--- src/rtl/ets_pkg.sv ---
// shared types, constants and the character decoder for the expression token scanner
// no dependencies
package ets_pkg;

    localparam int MAX_TOKEN_CHARS_DEF = 256;
    localparam int QUEUE_DEPTH = 4;

    // token kinds
    localparam logic [3:0] K_INT      = 4'd0;
    localparam logic [3:0] K_ID       = 4'd1;
    localparam logic [3:0] K_ADDSUB   = 4'd2;
    localparam logic [3:0] K_INCDEC   = 4'd3;
    localparam logic [3:0] K_MULDIV   = 4'd4;
    localparam logic [3:0] K_ASSIGN   = 4'd5;
    localparam logic [3:0] K_LPAREN   = 4'd6;
    localparam logic [3:0] K_RPAREN   = 4'd7;
    localparam logic [3:0] K_AND      = 4'd8;
    localparam logic [3:0] K_OR       = 4'd9;
    localparam logic [3:0] K_XOR      = 4'd10;
    localparam logic [3:0] K_EOL      = 4'd11;
    localparam logic [3:0] K_EOF      = 4'd12;
    localparam logic [3:0] K_NUMID    = 4'd13;
    localparam logic [3:0] K_SYNTAX   = 4'd14;

    // kinds of a held character
    localparam logic [1:0] PK_INT    = 2'd0;
    localparam logic [1:0] PK_ID     = 2'd1;
    localparam logic [1:0] PK_ADDSUB = 2'd2;

    // characters
    localparam logic [7:0] CH_PLUS   = 8'h2B;
    localparam logic [7:0] CH_MINUS  = 8'h2D;
    localparam logic [7:0] CH_STAR   = 8'h2A;
    localparam logic [7:0] CH_SLASH  = 8'h2F;
    localparam logic [7:0] CH_EQ     = 8'h3D;
    localparam logic [7:0] CH_LPAREN = 8'h28;
    localparam logic [7:0] CH_RPAREN = 8'h29;
    localparam logic [7:0] CH_AMP    = 8'h26;
    localparam logic [7:0] CH_BAR    = 8'h7C;
    localparam logic [7:0] CH_CARET  = 8'h5E;
    localparam logic [7:0] CH_UNDER  = 8'h5F;
    localparam logic [7:0] CH_NL     = 8'h0A;
    localparam logic [7:0] CH_SPACE  = 8'h20;
    localparam logic [7:0] CH_TAB    = 8'h09;
    localparam logic [7:0] CH_0      = 8'h30;
    localparam logic [7:0] CH_9      = 8'h39;
    localparam logic [7:0] CH_LA     = 8'h61;
    localparam logic [7:0] CH_LZ     = 8'h7A;
    localparam logic [7:0] CH_UA     = 8'h41;
    localparam logic [7:0] CH_UZ     = 8'h5A;

    typedef struct packed {
        logic [7:0] char_in;
        logic       end_of_input;
    } in_item_t;

    typedef struct packed {
        logic [3:0] token_kind;
        logic [7:0] char_out;
        logic       token_first;
        logic       token_last;
        logic       run_last;
    } out_item_t;

    // one or two results caused by one input item
    typedef struct packed {
        logic      two;
        out_item_t r0;
        out_item_t r1;
    } res_pair_t;

    typedef struct packed {
        logic      push;
        res_pair_t pair;
    } push_t;

    function automatic logic [3:0] single_kind(logic [7:0] c);
        logic [3:0] k;
        unique case (c) inside
            CH_STAR, CH_SLASH: k = K_MULDIV;
            CH_EQ:             k = K_ASSIGN;
            CH_LPAREN:         k = K_LPAREN;
            CH_RPAREN:         k = K_RPAREN;
            CH_AMP:            k = K_AND;
            CH_BAR:            k = K_OR;
            CH_CARET:          k = K_XOR;
            CH_NL:             k = K_EOL;
            default:           k = K_SYNTAX;
        endcase
        return k;
    endfunction

    function automatic logic is_digit(logic [7:0] c);
        return (c >= CH_0) && (c <= CH_9);
    endfunction

    function automatic logic is_letter(logic [7:0] c);
        return ((c >= CH_LA) && (c <= CH_LZ)) || ((c >= CH_UA) && (c <= CH_UZ))
            || (c == CH_UNDER);
    endfunction

endpackage

--- src/rtl/ets_front.sv ---
// front end: accepts characters, keeps the held character and classifies tokens
// depends on ets_pkg
module ets_front #(
    parameter int MaxTokenChars = ets_pkg::MAX_TOKEN_CHARS_DEF
) (
    input  logic               aclk,
    input  logic               aresetn,
    input  logic               s_valid,
    output logic               s_ready,
    input  ets_pkg::in_item_t  s_data,
    input  logic               q_full,
    output ets_pkg::push_t     q_push
);

    localparam int LenW = $clog2(MaxTokenChars + 1);

    logic            pv_reg, pv_next;
    logic [1:0]      pk_reg, pk_next;
    logic [7:0]      pc_reg, pc_next;
    logic            pf_reg, pf_next;
    logic [LenW-1:0] len_reg, len_next;

    logic                 accept;
    logic [7:0]           c;
    logic                 eoi;
    logic                 c_digit, c_letter;
    logic                 f_emit, f_hold;
    logic [1:0]           f_hkind;
    ets_pkg::out_item_t   f_res, flush_res;
    ets_pkg::out_item_t   r0, r1;
    logic                 two, any;
    logic                 full, cont;

    assign s_ready = !q_full;
    assign accept  = s_valid && s_ready;

    always_comb begin
        c        = s_data.char_in;
        eoi      = s_data.end_of_input;
        c_digit  = ets_pkg::is_digit(c);
        c_letter = ets_pkg::is_letter(c);

        // start of a fresh token
        f_emit  = 1'b0;
        f_hold  = 1'b0;
        f_hkind = ets_pkg::PK_INT;
        f_res   = '{token_kind: ets_pkg::single_kind(c), char_out: c,
                    token_first: 1'b1, token_last: 1'b1, run_last: 1'b1};
        if (eoi) begin
            f_emit           = 1'b1;
            f_res.token_kind = ets_pkg::K_EOF;
            f_res.char_out   = 8'd0;
        end else if (c == ets_pkg::CH_SPACE || c == ets_pkg::CH_TAB) begin
            f_emit = 1'b0;
        end else if (c_digit) begin
            f_hold  = 1'b1;
            f_hkind = ets_pkg::PK_INT;
        end else if (c_letter) begin
            f_hold  = 1'b1;
            f_hkind = ets_pkg::PK_ID;
        end else if (c == ets_pkg::CH_PLUS || c == ets_pkg::CH_MINUS) begin
            f_hold  = 1'b1;
            f_hkind = ets_pkg::PK_ADDSUB;
        end else begin
            f_emit = 1'b1;
        end

        flush_res = '{token_kind: (pk_reg == ets_pkg::PK_ADDSUB) ? ets_pkg::K_ADDSUB
                                                                  : {2'b00, pk_reg},
                      char_out: pc_reg, token_first: pf_reg, token_last: 1'b1,
                      run_last: 1'b1};

        full = (len_reg >= LenW'(MaxTokenChars));
        cont = !eoi && !full && ((pk_reg == ets_pkg::PK_INT) ? c_digit : (c_digit || c_letter));

        pv_next  = f_hold;
        pk_next  = f_hkind;
        pc_next  = c;
        pf_next  = 1'b1;
        len_next = LenW'(1);
        r0       = f_res;
        r1       = f_res;
        two      = 1'b0;
        any      = f_emit;

        if (pv_reg) begin
            if (pk_reg == ets_pkg::PK_ADDSUB) begin
                if (!eoi && c == pc_reg) begin
                    r0 = '{token_kind: ets_pkg::K_INCDEC, char_out: pc_reg,
                           token_first: 1'b1, token_last: 1'b0, run_last: 1'b0};
                    r1 = '{token_kind: ets_pkg::K_INCDEC, char_out: c,
                           token_first: 1'b0, token_last: 1'b1, run_last: 1'b1};
                    two     = 1'b1;
                    any     = 1'b1;
                    pv_next = 1'b0;
                end else begin
                    r0  = flush_res;
                    two = f_emit;
                    any = 1'b1;
                end
            end else if (cont) begin
                r0 = '{token_kind: {2'b00, pk_reg}, char_out: pc_reg,
                       token_first: pf_reg, token_last: 1'b0, run_last: 1'b1};
                any      = 1'b1;
                pv_next  = 1'b1;
                pk_next  = pk_reg;
                pf_next  = 1'b0;
                len_next = len_reg + LenW'(1);
            end else if (!eoi && !full && pk_reg == ets_pkg::PK_INT && c_letter) begin
                r0 = flush_res;
                r1 = '{token_kind: ets_pkg::K_NUMID, char_out: c,
                       token_first: 1'b1, token_last: 1'b1, run_last: 1'b1};
                two     = 1'b1;
                any     = 1'b1;
                pv_next = 1'b0;
            end else begin
                r0  = flush_res;
                two = f_emit;
                any = 1'b1;
            end
        end

        r0.run_last = !two;
        r1.run_last = 1'b1;
    end

    assign q_push.push     = accept && any;
    assign q_push.pair.two = two;
    assign q_push.pair.r0  = r0;
    assign q_push.pair.r1  = r1;

    always_ff @(posedge aclk) begin
        if (!aresetn) begin
            pv_reg  <= 1'b0;
            pk_reg  <= ets_pkg::PK_INT;
            pf_reg  <= 1'b0;
            len_reg <= '0;
        end else if (accept) begin
            pv_reg  <= pv_next;
            pk_reg  <= pk_next;
            pf_reg  <= pf_next;
            len_reg <= len_next;
        end
    end

    always_ff @(posedge aclk) begin
        if (accept) begin
            pc_reg <= pc_next;
        end
    end

    // held length never passes the split point
    assert property (@(posedge aclk) disable iff (!aresetn)
        pv_reg |-> (len_reg <= LenW'(MaxTokenChars)))
        else $error("token length overrun");

    // a held add/sub character is a plus or a minus
    assert property (@(posedge aclk) disable iff (!aresetn)
        (pv_reg && pk_reg == ets_pkg::PK_ADDSUB) |->
        (pc_reg == ets_pkg::CH_PLUS || pc_reg == ets_pkg::CH_MINUS))
        else $error("bad held add/sub character");

endmodule

--- src/rtl/ets_queue.sv ---
// short queue of result pairs between front and back end
// depends on ets_pkg
module ets_queue (
    input  logic                aclk,
    input  logic                aresetn,
    input  ets_pkg::push_t      q_push,
    output logic                q_full,
    output logic                q_valid,
    output ets_pkg::res_pair_t  q_data,
    input  logic                q_pop
);

    localparam int Depth = ets_pkg::QUEUE_DEPTH;
    localparam int PtrW  = $clog2(Depth);
    localparam int CntW  = $clog2(Depth + 1);

    ets_pkg::res_pair_t mem [Depth];
    logic [PtrW-1:0]    wr_ptr_reg, rd_ptr_reg;
    logic [CntW-1:0]    cnt_reg, cnt_next;
    logic               do_push, do_pop;

    assign q_full  = (cnt_reg == CntW'(Depth));
    assign q_valid = (cnt_reg != '0);
    assign q_data  = mem[rd_ptr_reg];
    assign do_push = q_push.push && !q_full;
    assign do_pop  = q_pop && q_valid;

    always_comb begin
        cnt_next = cnt_reg;
        case ({do_push, do_pop})
            2'b10:   cnt_next = cnt_reg + CntW'(1);
            2'b01:   cnt_next = cnt_reg - CntW'(1);
            default: cnt_next = cnt_reg;
        endcase
    end

    always_ff @(posedge aclk) begin
        if (!aresetn) begin
            wr_ptr_reg <= '0;
            rd_ptr_reg <= '0;
            cnt_reg    <= '0;
        end else begin
            cnt_reg <= cnt_next;
            if (do_push) begin
                wr_ptr_reg <= wr_ptr_reg + PtrW'(1);
            end
            if (do_pop) begin
                rd_ptr_reg <= rd_ptr_reg + PtrW'(1);
            end
        end
    end

    always_ff @(posedge aclk) begin
        if (do_push) begin
            mem[wr_ptr_reg] <= q_push.pair;
        end
    end

    // the front end never offers a pair to a full queue
    assert property (@(posedge aclk) disable iff (!aresetn)
        q_full |-> !q_push.push)
        else $error("push into full queue");

    // pointers and fill count agree
    assert property (@(posedge aclk) disable iff (!aresetn)
        (cnt_reg == '0 || cnt_reg == CntW'(Depth)) |-> (wr_ptr_reg == rd_ptr_reg))
        else $error("queue pointers out of step with count");

endmodule

--- src/rtl/ets_back.sv ---
// back end: output register that hands out the one or two results of each pair
// depends on ets_pkg
module ets_back (
    input  logic                aclk,
    input  logic                aresetn,
    input  logic                q_valid,
    input  ets_pkg::res_pair_t  q_data,
    output logic                q_pop,
    output logic                m_valid,
    input  logic                m_ready,
    output ets_pkg::out_item_t  m_data
);

    ets_pkg::res_pair_t cur_reg;
    logic               cur_valid_reg;
    logic               idx_reg;
    logic               cur_last;
    logic               fire;

    assign m_valid  = cur_valid_reg;
    assign m_data   = idx_reg ? cur_reg.r1 : cur_reg.r0;
    assign fire     = cur_valid_reg && m_ready;
    assign cur_last = !cur_reg.two || idx_reg;
    assign q_pop    = q_valid && (!cur_valid_reg || (fire && cur_last));

    always_ff @(posedge aclk) begin
        if (!aresetn) begin
            cur_valid_reg <= 1'b0;
            idx_reg       <= 1'b0;
        end else if (q_pop) begin
            cur_valid_reg <= 1'b1;
            idx_reg       <= 1'b0;
        end else if (fire) begin
            if (cur_last) begin
                cur_valid_reg <= 1'b0;
                idx_reg       <= 1'b0;
            end else begin
                idx_reg <= 1'b1;
            end
        end
    end

    always_ff @(posedge aclk) begin
        if (q_pop) begin
            cur_reg <= q_data;
        end
    end

    // the second slot is only shown for a pair that has two results
    assert property (@(posedge aclk) disable iff (!aresetn)
        (cur_valid_reg && idx_reg) |-> cur_reg.two)
        else $error("second result shown for single pair");

endmodule

--- src/rtl/expression_token_scanner.sv ---
// top level of the expression token scanner: front end, pair queue, back end
// depends on ets_pkg, ets_front, ets_queue, ets_back
// takes one character item per cycle while s_ready is high; results leave one per cycle
// from the output register while m_ready is high, after passing through the pair queue
// an item with two results holds the output for both; the 4-entry queue absorbs that
// synchronous active-low reset clears the held character, the queue and the output register
module expression_token_scanner #(
    parameter int MaxTokenChars = ets_pkg::MAX_TOKEN_CHARS_DEF
) (
    input  logic                aclk,
    input  logic                aresetn,
    input  logic                s_valid,
    output logic                s_ready,
    input  ets_pkg::in_item_t   s_data,
    output logic                m_valid,
    input  logic                m_ready,
    output ets_pkg::out_item_t  m_data
);

    ets_pkg::push_t     q_push;
    logic               q_full;
    logic               q_valid;
    logic               q_pop;
    ets_pkg::res_pair_t q_data;

    ets_front #(
        .MaxTokenChars(MaxTokenChars)
    ) u_front (
        .aclk    (aclk),
        .aresetn (aresetn),
        .s_valid (s_valid),
        .s_ready (s_ready),
        .s_data  (s_data),
        .q_full  (q_full),
        .q_push  (q_push)
    );

    ets_queue u_queue (
        .aclk    (aclk),
        .aresetn (aresetn),
        .q_push  (q_push),
        .q_full  (q_full),
        .q_valid (q_valid),
        .q_data  (q_data),
        .q_pop   (q_pop)
    );

    ets_back u_back (
        .aclk    (aclk),
        .aresetn (aresetn),
        .q_valid (q_valid),
        .q_data  (q_data),
        .q_pop   (q_pop),
        .m_valid (m_valid),
        .m_ready (m_ready),
        .m_data  (m_data)
    );

endmodule

--- config.mk ---
export PLATFORM = sky130hd
export DESIGN_NAME = expression_token_scanner
export DESIGN_NICKNAME = d
export VERILOG_FILES = /design/src/rtl/ets_pkg.sv /design/src/rtl/ets_front.sv /design/src/rtl/ets_queue.sv /design/src/rtl/ets_back.sv /design/src/rtl/expression_token_scanner.sv
export SDC_FILE = /design/constraint.sdc
export NUM_CORES = 1
export LEC_CHECK = 0
export BUFFER_PORTS_ARGS = -buffer_cell sky130_fd_sc_hd__buf_2
export CORE_ASPECT_RATIO = 1.75
export CORE_MARGIN = 2
export CORE_UTILIZATION = 45
export DETAILED_ROUTE_END_ITERATION = 8
export GPL_TIMING_DRIVEN = 0
export PLACE_DENSITY = 0.66
export SLEW_MARGIN = 20
export SYNTH_ARGS = -nofsm -noshare
export SYNTH_HDL_FRONTEND = slang
export SYNTH_HIERARCHICAL = 1
export SYNTH_SLANG_ARGS = --single-unit
--- constraint.sdc ---
create_clock -name aclk -period 5 [get_ports aclk]
set_input_delay 0.25 -clock aclk [delete_from_list [all_inputs] [get_ports aclk]]
set_output_delay 0.25 -clock aclk [all_outputs]
set_load 0.005 [all_outputs]
==> impl_metrics.env <==
export IMPL_drc=0
export IMPL_total_power_mw=4.34
export IMPL_post_route_min_period_ps=3550
export IMPL_start_util_pct=45.5
export IMPL_synthXorXnorAreaFrac_pct=2.05
export IMPL_rsz0062_at_grt="false"
export IMPL_relSlewSlack_pct=39.4
export IMPL_ant_nets=0
export IMPL_async_flop_share_pct=0
export IMPL_cts_tree="built"
export IMPL_die_area_mm2=0.0191
export IMPL_insertedDiodeCount=0
export IMPL_numPortBuffers=29
export IMPL_cp_max_fo=31
export IMPL_cts_sinks=187
export IMPL_grt_max_degree=32
export IMPL_path_class="in -> reg"
export IMPL_drv_cap=0
export IMPL_layout_nets=568
export IMPL_hpwl_um=10900
export IMPL_synth_avg_cell_area_um2=16.4
export IMPL_clock_skew_ps=9.68
export IMPL_hp_class="in -> reg"
export IMPL_final_cell_area_mm2=0.00917
export IMPL_vias_per_cell=5.53
export IMPL_slew_violations=0
export IMPL_setup_tns_ps=0
export IMPL_r2r_slack_ps=1620
export IMPL_p_per_area_mw_per_mm2=473
export IMPL_hold_viol_final=0
export IMPL_end_kind="flop"
export IMPL_path_clk_slew_ps=70
export IMPL_synth_mux_area_share_pct=12.4
export IMPL_post_route_period_util_pct=71.0
export IMPL_cts_resized_gates=0
export IMPL_track_usage_pct=17.5
export IMPL_synth_edff_count=163
export IMPL_cp_arrival_ps=3600
export IMPL_antenna_found_initial=0
export IMPL_grt_pass1_vias=4609
export IMPL_gp_congestion=0.918
export IMPL_yosys_area_share_simple_pct=9.37
export IMPL_grt_ovfl_total=0
export IMPL_leakagePower_nw=2.97
export IMPL_hold_depth=1
export IMPL_cts_root_buf="clkbuf_16"
export IMPL_worstPathRequired_ps=5050
export IMPL_ys_seq_area_share_pct=66.3
export IMPL_synth_top_area_share_pct=60.4
export IMPL_htree_levels=4
export IMPL_largest_reg_flops=124
export IMPL_fp_dieH_um=182
export IMPL_whs_ps=25.2
export IMPL_cts_buffer_depth=2
export IMPL_fin_cells=795
export IMPL_grt_pass1_wl_um=25100
export IMPL_reg2reg_to="u_queue/cnt_reg[2]$_SDFFE_PN0P_"
export IMPL_synth_compound_area_share_pct=5.34
export IMPL_first_pass_iters=5
export IMPL_fmax_ghz=0.282
export IMPL_crit_path_start_kind="input pin"
export IMPL_ir_drop_mv=0.257
export IMPL_drt_iter0_drc=255
export IMPL_status="completed"
export IMPL_synth_top_family_by_area="multiplexers"
export IMPL_rr_worst_depth=14
export IMPL_cts_buffers=17
export IMPL_area_growth_syn_to_layout_pct=13.1
export IMPL_core_area_mm2=0.0178
export IMPL_synth_area_mm2=0.00811
export IMPL_vias=4394
export IMPL_worstHoldEndpoint="u_front/pc_reg[1]$_DFFE_PP_"
export IMPL_drive_above_1_share_pct=28.7
export IMPL_ys_types=72
export IMPL_wirelength_um=15900
export IMPL_ys_warn_count=6
export IMPL_synth_cells=495
export IMPL_postPlaceCellArea_mm2=0.00858
export IMPL_r2r_start="u_queue/cnt_reg[2]$_SDFFE_PN0P_"
export IMPL_post_drt_wl_per_cell_um=20.0
export IMPL_ys_flop_type="edfxtp_1"
export IMPL_chipWidth_um=105
export IMPL_placed_cells=760
export IMPL_cts_setup_buffers=0
export IMPL_rows=65
export IMPL_ys_ff_latch=187
export IMPL_ios=30
export IMPL_yosys_area_share_adder_pct=1.17
export IMPL_setup_viol=0
export IMPL_hold_start="s_data[2]"
export IMPL_worst_slew_pin_slew_ps=908
export IMPL_synth_area_leaders="edfxtp_1 60%, mux4_2 8.3%, dfxtp_1 5.9%"
export IMPL_synth_area_leader_cell="edfxtp_1"
export IMPL_clk_latency_ps=430
critical path, stage by stage:
cell,delay (ps)
dlygate4sd3_1,530
buf_2,130
buf_2,180
or4_4,470
o21ai_4,190
o211ai_2,130
nor3_1,470
o31a_1,180
nor2b_1,160
buf_6,140
and2_2,740
cells in the final DEF (no fill, tap or decap), types with 7 or more instances in the layout:
cell type,instances
buf_2,40
nor2b_1,15
mux2_2,12
clkbuf_16,17
nor2_1,17
mux2_4,9
nand2_1,27
edfxtp_1,163
nand3_1,11
mux4_2,30
buf_6,7
xnor2_1,13
o21ai_0,10
dfxtp_1,24
inv_1,13
clkbuf_1,8
per-stage QoR:
step | util (%) | setup slack (ps)
2_1_floorplan | - | 1250
4_1_cts | 51.5 | 1410
3_5_place_dp | 48.2 | 1510
5_1_grt | 51.5 | 1290
6_report | 51.5 | 1450
3_3_place_gp | 48.0 | 203
cells in the mapped netlist, types with 7 or more instances:
master      n
nor2b_1    16
inv_1      13
buf_2      11
clkbuf_1    7
o21ai_0    10
nand3_1    11
dfxtp_1    24
xnor2_1    13
mux4_2     30
mux2_2     12
edfxtp_1  163
nor2_1     17
mux2_4      9
nand2_1    27
buf_6       7
power by group:
part / leakage (nW) / internal [mW] / switching (mW) / total (mW)
Clock: 0.268 / 0.656 / 0.602 / 1.26
Sequential: 1.68 / 2.04 / 0.0898 / 2.13
Combinational: 1.03 / 0.457 / 0.490 / 0.948
logic make-up (layout without fill, tap and decap cells):
family | after synthesis | in the layout
AO/OA/AOI/OAI | 53 | 53
XOR/XNOR | 19 | 19
adder cells (fa/ha/maj) | 7 | 7
buffers and inverters | 45 | 110
flip-flops | 187 | 187
multiplexers | 55 | 55
other | 1 | 2
AND/OR/NAND/NOR | 128 | 128
what timing repair did:
action	4_1_cts	5_1_grt
hold buffers	3	0
setup endpoints to repair	0	0
hold endpoints to repair	3	0
routing by layer:
layer | global-route usage, % | routed length, µm | up-vias
li1 | - | - | 2032
met1 | 19.8 | 6190 | 2250
met2 | 31.9 | 8770 | 89
met3 | 3.52 | 524 | 23
met4 | 7.25 | 388 | 0
met5 | 0 | 0 | -
final cells by class:
type,count,area (µm²)
Fill cell,1470,8640
Sequential cell,187,5380
Multi-Input combinational cell,264,2480
Clock buffer,18,429
Tap cell,234,293
Buffer,31,218
Timing Repair Buffer,33,195
Clock inverter,14,128
Inverter,14,52.6
how the worst max path moves through the flow:
stage	endpoint	startpoint	slack, ps
finish	u_queue/mem[3][3]$_DFFE_PP_	s_data[1]	1450
global route	u_queue/mem[0][1]$_DFFE_PP_	s_data[1]	1290
CTS	u_queue/mem[0][3]$_DFFE_PP_	s_data[1]	1410
detailed placement	u_queue/mem[0][2]$_DFFE_PP_	s_data[1]	1510
global placement	u_queue/cnt_reg[2]$_SDFFE_PN0P_	u_back/idx_reg$_SDFFE_PP0P_	200
floorplan	u_queue/cnt_reg[2]$_SDFFE_PN0P_	u_back/idx_reg$_SDFFE_PP0P_	1250
(Power assumes the default switching activity.)
